$ cat src/hw/rtl/wsd_pkg.sv
// ----------------------------------------------------------------------------
// wsd_pkg
// Shared types and constants of the websocket frame deframer.
// ----------------------------------------------------------------------------
package wsd_pkg;

  // width of the payload length counter, 16 to 64
  localparam int LENGTH_BITS = 64;

  localparam logic [6:0] LEN_CODE_16 = 7'd126;
  localparam logic [6:0] LEN_CODE_64 = 7'd127;

  localparam int KEY_BYTES = 4;

  // extension and key byte counts, minus one
  localparam logic [2:0] EXT_CNT_16  = 3'd1;
  localparam logic [2:0] EXT_CNT_64  = 3'd7;
  localparam logic [2:0] KEY_CNT     = 3'(KEY_BYTES - 1);

  typedef enum logic [2:0] {
    PH_HDR0 = 3'd0,
    PH_HDR1 = 3'd1,
    PH_EXT  = 3'd2,
    PH_KEY  = 3'd3,
    PH_DATA = 3'd4
  } phase_t;

  typedef struct packed {
    logic [7:0] payload_byte;
    logic       has_data;
    logic [3:0] frame_opcode_out;
    logic       final_fragment;
    logic       frame_end;
    logic       was_masked;
  } result_t;

endpackage

$ cat src/hw/rtl/wsd_in_if.sv
// ----------------------------------------------------------------------------
// wsd_in_if
// Raw byte stream channel into the deframer.
// ----------------------------------------------------------------------------
interface wsd_in_if;
  logic       valid;
  logic       ready;
  logic [7:0] in_byte;

  modport source (output valid, output in_byte, input ready);
  modport sink   (input valid, input in_byte, output ready);
endinterface

$ cat src/hw/rtl/wsd_out_if.sv
// ----------------------------------------------------------------------------
// wsd_out_if
// Payload result channel out of the deframer.
// ----------------------------------------------------------------------------
interface wsd_out_if;
  logic       valid;
  logic       ready;
  logic [7:0] payload_byte;
  logic       has_data;
  logic [3:0] frame_opcode_out;
  logic       final_fragment;
  logic       frame_end;
  logic       was_masked;

  modport source (output valid, output payload_byte, output has_data,
                  output frame_opcode_out, output final_fragment,
                  output frame_end, output was_masked, input ready);
  modport sink   (input valid, input payload_byte, input has_data,
                  input frame_opcode_out, input final_fragment,
                  input frame_end, input was_masked, output ready);
endinterface

$ cat src/hw/rtl/wsd_parser.sv
// ----------------------------------------------------------------------------
// wsd_parser
// Frame header parser and payload unmasking; one byte per step.
// ----------------------------------------------------------------------------
module wsd_parser (
  input  logic             clk,
  input  logic             rst_n,
  input  logic             step,
  input  logic [7:0]       in_byte,
  output logic             res_valid,
  output wsd_pkg::result_t res
);

  localparam int LEN_W = wsd_pkg::LENGTH_BITS;

  wsd_pkg::phase_t   phase_r, phase_nxt;
  logic [2:0]        cnt_r, cnt_nxt;
  logic [LEN_W-1:0]  len_r, len_nxt;
  logic              ovf_r, ovf_nxt;
  logic [31:0]       key_r, key_nxt;
  logic [1:0]        idx_r, idx_nxt;
  logic [3:0]        opcode_r, opcode_nxt;
  logic              fin_r, fin_nxt;
  logic              masked_r, masked_nxt;

  logic [LEN_W-1:0]  len_shift;
  logic [LEN_W-1:0]  len_final;
  logic [LEN_W-1:0]  len_dec;
  logic              ovf_acc;
  logic [7:0]        key_byte;
  logic [7:0]        data;
  logic              emit;
  logic              emit_has;
  logic              emit_end;
  logic [7:0]        emit_data;

  always_comb begin
    len_shift = {len_r[LEN_W-9:0], in_byte};
    ovf_acc   = ovf_r | (len_r[LEN_W-1 -: 8] != 8'd0);
    len_final = ovf_acc ? {LEN_W{1'b1}} : len_shift;
    len_dec   = (len_r != '0) ? len_r - LEN_W'(1) : len_r;
    key_byte  = key_r[{~idx_r, 3'b000} +: 8];
    data      = masked_r ? (in_byte ^ key_byte) : in_byte;
  end

  always_comb begin
    phase_nxt  = phase_r;
    cnt_nxt    = cnt_r;
    len_nxt    = len_r;
    ovf_nxt    = ovf_r;
    key_nxt    = key_r;
    idx_nxt    = idx_r;
    opcode_nxt = opcode_r;
    fin_nxt    = fin_r;
    masked_nxt = masked_r;
    emit       = 1'b0;
    emit_has   = 1'b0;
    emit_end   = 1'b0;
    emit_data  = 8'd0;

    unique case (phase_r)
      wsd_pkg::PH_HDR1: begin
        masked_nxt = in_byte[7];
        idx_nxt    = 2'd0;
        ovf_nxt    = 1'b0;
        len_nxt    = '0;
        if (in_byte[6:0] == wsd_pkg::LEN_CODE_16) begin
          phase_nxt = wsd_pkg::PH_EXT;
          cnt_nxt   = wsd_pkg::EXT_CNT_16;
        end else if (in_byte[6:0] == wsd_pkg::LEN_CODE_64) begin
          phase_nxt = wsd_pkg::PH_EXT;
          cnt_nxt   = wsd_pkg::EXT_CNT_64;
        end else begin
          len_nxt = LEN_W'(in_byte[6:0]);
          if (in_byte[7]) begin
            phase_nxt = wsd_pkg::PH_KEY;
            cnt_nxt   = wsd_pkg::KEY_CNT;
            key_nxt   = 32'd0;
          end else if (in_byte[6:0] == 7'd0) begin
            phase_nxt = wsd_pkg::PH_HDR0;
            emit      = 1'b1;
            emit_end  = 1'b1;
          end else begin
            phase_nxt = wsd_pkg::PH_DATA;
          end
        end
      end
      wsd_pkg::PH_EXT: begin
        if (cnt_r != 3'd0) begin
          cnt_nxt = cnt_r - 3'd1;
          len_nxt = len_shift;
          ovf_nxt = ovf_acc;
        end else begin
          len_nxt = len_final;
          if (masked_r) begin
            phase_nxt = wsd_pkg::PH_KEY;
            cnt_nxt   = wsd_pkg::KEY_CNT;
            key_nxt   = 32'd0;
          end else if (len_final == '0) begin
            phase_nxt = wsd_pkg::PH_HDR0;
            emit      = 1'b1;
            emit_end  = 1'b1;
          end else begin
            phase_nxt = wsd_pkg::PH_DATA;
          end
        end
      end
      wsd_pkg::PH_KEY: begin
        key_nxt = {key_r[23:0], in_byte};
        if (cnt_r != 3'd0) begin
          cnt_nxt = cnt_r - 3'd1;
        end else if (len_r == '0) begin
          phase_nxt = wsd_pkg::PH_HDR0;
          emit      = 1'b1;
          emit_end  = 1'b1;
        end else begin
          phase_nxt = wsd_pkg::PH_DATA;
        end
      end
      wsd_pkg::PH_DATA: begin
        idx_nxt   = idx_r + 2'd1;
        len_nxt   = len_dec;
        emit      = 1'b1;
        emit_has  = 1'b1;
        emit_data = data;
        emit_end  = (len_dec == '0);
        if (len_dec == '0) begin
          phase_nxt = wsd_pkg::PH_HDR0;
        end
      end
      default: begin
        // first header byte, also for unused phase codes
        fin_nxt    = in_byte[7];
        opcode_nxt = in_byte[3:0];
        phase_nxt  = wsd_pkg::PH_HDR1;
      end
    endcase
  end

  always_comb begin
    res_valid            = step & emit;
    res.payload_byte     = emit_data;
    res.has_data         = emit_has;
    res.frame_opcode_out = opcode_nxt;
    res.final_fragment   = fin_nxt;
    res.frame_end        = emit_end;
    res.was_masked       = masked_nxt;
  end

  always_ff @(posedge clk) begin
    if (!rst_n) begin
      phase_r  <= wsd_pkg::PH_HDR0;
      cnt_r    <= 3'd0;
      len_r    <= '0;
      ovf_r    <= 1'b0;
      key_r    <= 32'd0;
      idx_r    <= 2'd0;
      opcode_r <= 4'd0;
      fin_r    <= 1'b0;
      masked_r <= 1'b0;
    end else if (step) begin
      phase_r  <= phase_nxt;
      cnt_r    <= cnt_nxt;
      len_r    <= len_nxt;
      ovf_r    <= ovf_nxt;
      key_r    <= key_nxt;
      idx_r    <= idx_nxt;
      opcode_r <= opcode_nxt;
      fin_r    <= fin_nxt;
      masked_r <= masked_nxt;
    end
  end

endmodule

$ cat src/hw/rtl/websocket_frame_deframer_top.sv
// ----------------------------------------------------------------------------
// websocket_frame_deframer_top
// Each result item is registered in the output stage, or in the skid stage while the output is held.
// Throughput: one byte per cycle while in_ready is high; set by the single-pass parser update.
// in_ready drops only while the two-entry output (register plus skid) is full.
// Reset: synchronous, active low; parser expects a first header byte, output
// and skid stage empty.
// ----------------------------------------------------------------------------
module websocket_frame_deframer_top (
  input  logic       clk,
  input  logic       rst_n,
  wsd_in_if.sink     in_ch,
  wsd_out_if.source  out_ch
);

  logic             step;
  logic             res_valid;
  wsd_pkg::result_t res;

  logic             out_valid_r;
  wsd_pkg::result_t out_r;
  logic             skid_valid_r;
  wsd_pkg::result_t skid_r;
  logic             pop;

  assign in_ch.ready = ~skid_valid_r;
  assign step        = in_ch.valid & ~skid_valid_r;
  assign pop         = out_valid_r & out_ch.ready;

  wsd_parser u_parser (
    .clk       (clk),
    .rst_n     (rst_n),
    .step      (step),
    .in_byte   (in_ch.in_byte),
    .res_valid (res_valid),
    .res       (res)
  );

  always_ff @(posedge clk) begin
    if (!rst_n) begin
      out_valid_r  <= 1'b0;
      skid_valid_r <= 1'b0;
    end else if (skid_valid_r) begin
      if (pop) begin
        out_r        <= skid_r;
        skid_valid_r <= 1'b0;
      end
    end else if (res_valid) begin
      if (!out_valid_r || pop) begin
        out_r       <= res;
        out_valid_r <= 1'b1;
      end else begin
        // output still held, park the new item
        skid_r       <= res;
        skid_valid_r <= 1'b1;
      end
    end else if (pop) begin
      out_valid_r <= 1'b0;
    end
  end

  assign out_ch.valid            = out_valid_r;
  assign out_ch.payload_byte     = out_r.payload_byte;
  assign out_ch.has_data         = out_r.has_data;
  assign out_ch.frame_opcode_out = out_r.frame_opcode_out;
  assign out_ch.final_fragment   = out_r.final_fragment;
  assign out_ch.frame_end        = out_r.frame_end;
  assign out_ch.was_masked       = out_r.was_masked;

endmodule
$ cat src/flat_wrapper.sv
// flat-port wrapper written by rule: the top's interface ports become plain ports
module websocket_frame_deframer_top_flat 
  (clk, rst_n, in_ch_valid, in_ch_in_byte, in_ch_ready, out_ch_valid, out_ch_payload_byte, out_ch_has_data, out_ch_frame_opcode_out, out_ch_final_fragment, out_ch_frame_end, out_ch_was_masked, out_ch_ready);
  wsd_in_if in_ch_i ();
  wsd_out_if out_ch_i ();
  input  logic clk;
  input  logic rst_n;
  input wire logic [$bits(in_ch_i.valid)-1:0] in_ch_valid;
  input wire logic [$bits(in_ch_i.in_byte)-1:0] in_ch_in_byte;
  output wire logic [$bits(in_ch_i.ready)-1:0] in_ch_ready;
  output wire logic [$bits(out_ch_i.valid)-1:0] out_ch_valid;
  output wire logic [$bits(out_ch_i.payload_byte)-1:0] out_ch_payload_byte;
  output wire logic [$bits(out_ch_i.has_data)-1:0] out_ch_has_data;
  output wire logic [$bits(out_ch_i.frame_opcode_out)-1:0] out_ch_frame_opcode_out;
  output wire logic [$bits(out_ch_i.final_fragment)-1:0] out_ch_final_fragment;
  output wire logic [$bits(out_ch_i.frame_end)-1:0] out_ch_frame_end;
  output wire logic [$bits(out_ch_i.was_masked)-1:0] out_ch_was_masked;
  input wire logic [$bits(out_ch_i.ready)-1:0] out_ch_ready;
  assign in_ch_i.valid = in_ch_valid;
  assign in_ch_i.in_byte = in_ch_in_byte;
  assign in_ch_ready = in_ch_i.ready;
  assign out_ch_valid = out_ch_i.valid;
  assign out_ch_payload_byte = out_ch_i.payload_byte;
  assign out_ch_has_data = out_ch_i.has_data;
  assign out_ch_frame_opcode_out = out_ch_i.frame_opcode_out;
  assign out_ch_final_fragment = out_ch_i.final_fragment;
  assign out_ch_frame_end = out_ch_i.frame_end;
  assign out_ch_was_masked = out_ch_i.was_masked;
  assign out_ch_i.ready = out_ch_ready;
  websocket_frame_deframer_top u_core (.clk(clk), .rst_n(rst_n), .in_ch(in_ch_i), .out_ch(out_ch_i));
endmodule
$ cat config.mk
export PLATFORM = sky130hd
export DESIGN_NAME = websocket_frame_deframer_top_flat
export DESIGN_NICKNAME = d
export VERILOG_FILES = /design/src/hw/rtl/wsd_pkg.sv /design/src/hw/rtl/wsd_in_if.sv /design/src/hw/rtl/wsd_out_if.sv /design/src/hw/rtl/wsd_parser.sv /design/src/hw/rtl/websocket_frame_deframer_top.sv /design/src/flat_wrapper.sv
export SDC_FILE = /design/constraint.sdc
export NUM_CORES = 1
export LEC_CHECK = 0
export BUFFER_PORTS_ARGS = -buffer_cell sky130_fd_sc_hd__buf_4
export CAP_MARGIN = 40
export CORE_ASPECT_RATIO = 0.75
export CORE_MARGIN = 2
export CORE_UTILIZATION = 40
export CTS_BUF_LIST = sky130_fd_sc_hd__clkbuf_8
export DETAILED_ROUTE_END_ITERATION = 16
export GPL_TIMING_DRIVEN = 0
export PLACE_DENSITY = 0.55
export SLEW_MARGIN = 30
export SYNTH_ARGS = -nofsm -noshare
export SYNTH_HDL_FRONTEND = slang
export SYNTH_SLANG_ARGS = --single-unit
$ cat constraint.sdc
create_clock -name clk -period 9.64 [get_ports clk]
set_input_delay 1.446 -clock clk [delete_from_list [all_inputs] [get_ports clk]]
set_output_delay 1.446 -clock clk [all_outputs]
set_load 0.01 [all_outputs]
==> flow_summary.toml <==
[status]
status = "completed"

[yosys]
synth_fp_nets = 1190
yosys_most_used_dff = "dfxtp_1"
netlist_area_um2 = 9495
ys_ff_latch = 145
netlist.top_cell.by_area = "dfxtp_1"
synth_top_cell_area_share = 0.2382
avgSynthCellArea_um2 = 8.088
ys_seq_area_frac = 0.3394
syn-instance-count = 1174
synth_edf_count = 32
synth_area_leaders = "dfxtp_1 24%, edfxtp_1 10%, a21oi_1 7.6%"
ys_warn_count = 0
synth_cell_types = 88
synthArstFlopShare = 0

[clock_network]
cts.clk_slew.worst_paths_ns = 0.08
cts_num_sinks = 145
htreeDepth = 4
cts_hold_buf = 0
post_cts_buffers = 0
cts_tree = "built"
cts_resized = 0
clk_latency_ns = 0.51
root_buffer = "clkbuf_8"
cts_made_buffers = 17
clk_path_buf_depth = 2

[layout]
drive_gt1_frac = 0.1386
synthToLayoutAreaGrowth_pct = 12.68
post-route-util = 0.4615
stdcell_count = 1548
design_area_um2 = 10700
fin_nets = 1251
n_antenna_cell = 0

[routing]
wire_per_inst_um = 25.51
ant_nets = 0
drc_errors = 0
vias = 10060
drtIter0Drc = 1538
drt_wl_total_um = 39500
drt_pre_antenna_iters = 5
avgViaCountPerCell = 6.495

[run]
maxCapViolCount = 0

[worst_setup_path]
crit_slowest_cell = "or4_1"
worst-path-buf-inv = 3
crit_type = "in -> reg"
worstPathArrival_ns = 4.68
path_delay_family = "simple AND/OR/NAND/NOR gates"
crit_path_end_kind = "flop"
cp_slowest_stage_delay_ns = 0.54
start_kind = "primary input"
crit_chain = "clkbuf_1 -> or4_1 -> nor4_1 -> nand4_1 -> nor4_2 -> a22o_1 -> a32oi_1 -> a21o_1 -> nor4_2 -> buf_2 -> buf_2"
required_ns = 9.83
crit_fanout = 8

[global_routing]
grt_max_degree = 17
grt_pass1_vias = 9212
grt_pass1_wl_um = 59490
antenna_found_initial = 0
overflow = 0
grtUsageTotal = 0.3228

[power_and_ir_drop]
powerDensity_nw_per_um2 = 198.4
p_total_mw = 2.122
peakVddDrop_mv = 0.1235
power.leakage_nw = 3.645

[floorplanning]
die_y_um = 137.4
die_area_um2 = 25000
initial_core_util = 0.4096
die_x_um = 181.9
std_cell_rows = 48
ios = 30
core_um2 = 23180

[timing]
skew_ns = 0.02786
rsz0062_at_grt = "no"
tns_ns = 0
timing.hold.ws_ns = 0.4544
setup_viol = 0
drv_slew = 0
slew_headroom = 0.3908
max_freq_ghz = 0.2226
period_share = 0.4660
final.min_clock_period_ns = 4.493
layout_setup_ws_ns = 5.147
finalHoldViolations = 0
worstMarginPinSlew_ns = 0.9138

[placement]
dpl-instance-area_um2 = 10170
dp.final_hpwl_um = 28890
numPlacedInstances = 1510
gp_congestion = 1.023
numPortBuffers = 26
pre_cts_ws_ns = 4.723

[hold_path]
min_path_type = "reg -> reg"
-- final timing paths --
path | start | end | slack (ns) | cells past startpoint
setup / recovery | in_ch_in_byte[0] | u_core.skid_r[9] | 5.15 | 11
setup reg to reg | u_core.u_parser.len_r[1] | u_core.out_ch.frame_end | 5.22 | 11
hold reg to reg | u_core.u_parser.key_r[25] | u_core.u_parser.key_r[25] | 0.45 | 2
hold / removal | u_core.u_parser.key_r[25] | u_core.u_parser.key_r[25] | 0.45 | 2
-- final cells by class --
cell class                 instances  area, µm²
buffer                           109      558.0
clock buffer                      19      261.5
clock inverter                    13      203.9
fill                            2374      12480
inverter                          27      101.3
multi-input combinational        893       5639
sequential                       145       3223
tap                              300      375.4
timing repair buffer              42      336.6
-- worst min-delay path, stage by stage, from the launching register on --
cell and delay, ns:
dfxtp_1 0.32, nand2_1 0.05, a21oi_1 0.05
-- logic make-up (layout without fill, tap and decap cells) --
kind of cell	after synthesis	in the layout	synth area share
fa+ha+maj	4	4	0.005271
compound gates	356	356	0.2407
flops	145	145	0.3394
mux	21	21	0.03413
simple gates	476	476	0.2778
buf+inv	136	210	0.06944
xor+xnor	36	36	0.03321
-- cell usage in the layout (no fill, tap or decap), types with 5 or more instances in the layout --
cell,instances
a221o_1,12
clkbuf_1,72
mux4_2,8
buf_4,32
nor4_2,8
xnor2_1,21
nand2_1,109
xor2_1,15
nand4_1,20
bufinv_16,5
edfxtp_1,32
o21ai_0,60
dfxtp_1,113
buf_1,7
and3_1,8
nor2b_1,5
or3_1,13
nor4_1,29
clkbuf_8,23
a31oi_1,6
a221oi_1,23
or4_1,6
a211oi_1,28
buf_2,13
o21ai_1,6
buf_6,19
a21o_1,7
nor3_1,66
and4_1,5
a21oi_1,144
a211o_1,11
inv_1,25
nor4_4,9
a21boi_0,5
nand3_1,62
mux2_2,11
o31ai_1,14
nor2_1,102
-- report_power, final --
group / internal, mW / switching, mW / total (mW)
sequential: 0.658 / 0.0467 / 0.705
combinational: 0.264 / 0.567 / 0.831
clock: 0.322 / 0.264 / 0.586
-- per-layer routing --
layer	up-vias	routed length (µm)	global-route usage
li1	4515	-	-
met1	4794	18260	0.4821
met2	668	15010	0.4349
met3	76	5111	0.09939
met4	2	1043	0.09857
met5	-	66	0.01800
-- state kept, by name, indices dropped and copies added (netlist names), 2 cells and up --
| signal | count |
|---|---|
| u_core.out_ch.frame_opcode_out | 4 |
| u_core.u_parser.key_r | 32 |
| u_core.u_parser.cnt_r | 3 |
| u_core.out_ch.payload_byte | 8 |
| u_core.u_parser.phase_r | 3 |
| u_core.skid_r | 16 |
| u_core.u_parser.opcode_r | 4 |
| u_core.u_parser.idx_r | 2 |
| u_core.u_parser.len_r | 64 |
-- synthesized netlist by cell type (12+ instances only) --
master	count
nor3_1	66
nand2_1	109
clkbuf_1	72
a221o_1	12
dfxtp_1	113
o31ai_1	14
nor4_1	30
nand3_1	62
xor2_1	15
nand4_1	20
o21ai_0	60
inv_1	25
edfxtp_1	32
a21oi_1	144
nor2_1	102
xnor2_1	21
a211oi_1	28
a221oi_1	24
or3_1	13
Power figures use the tool's default switching activity.
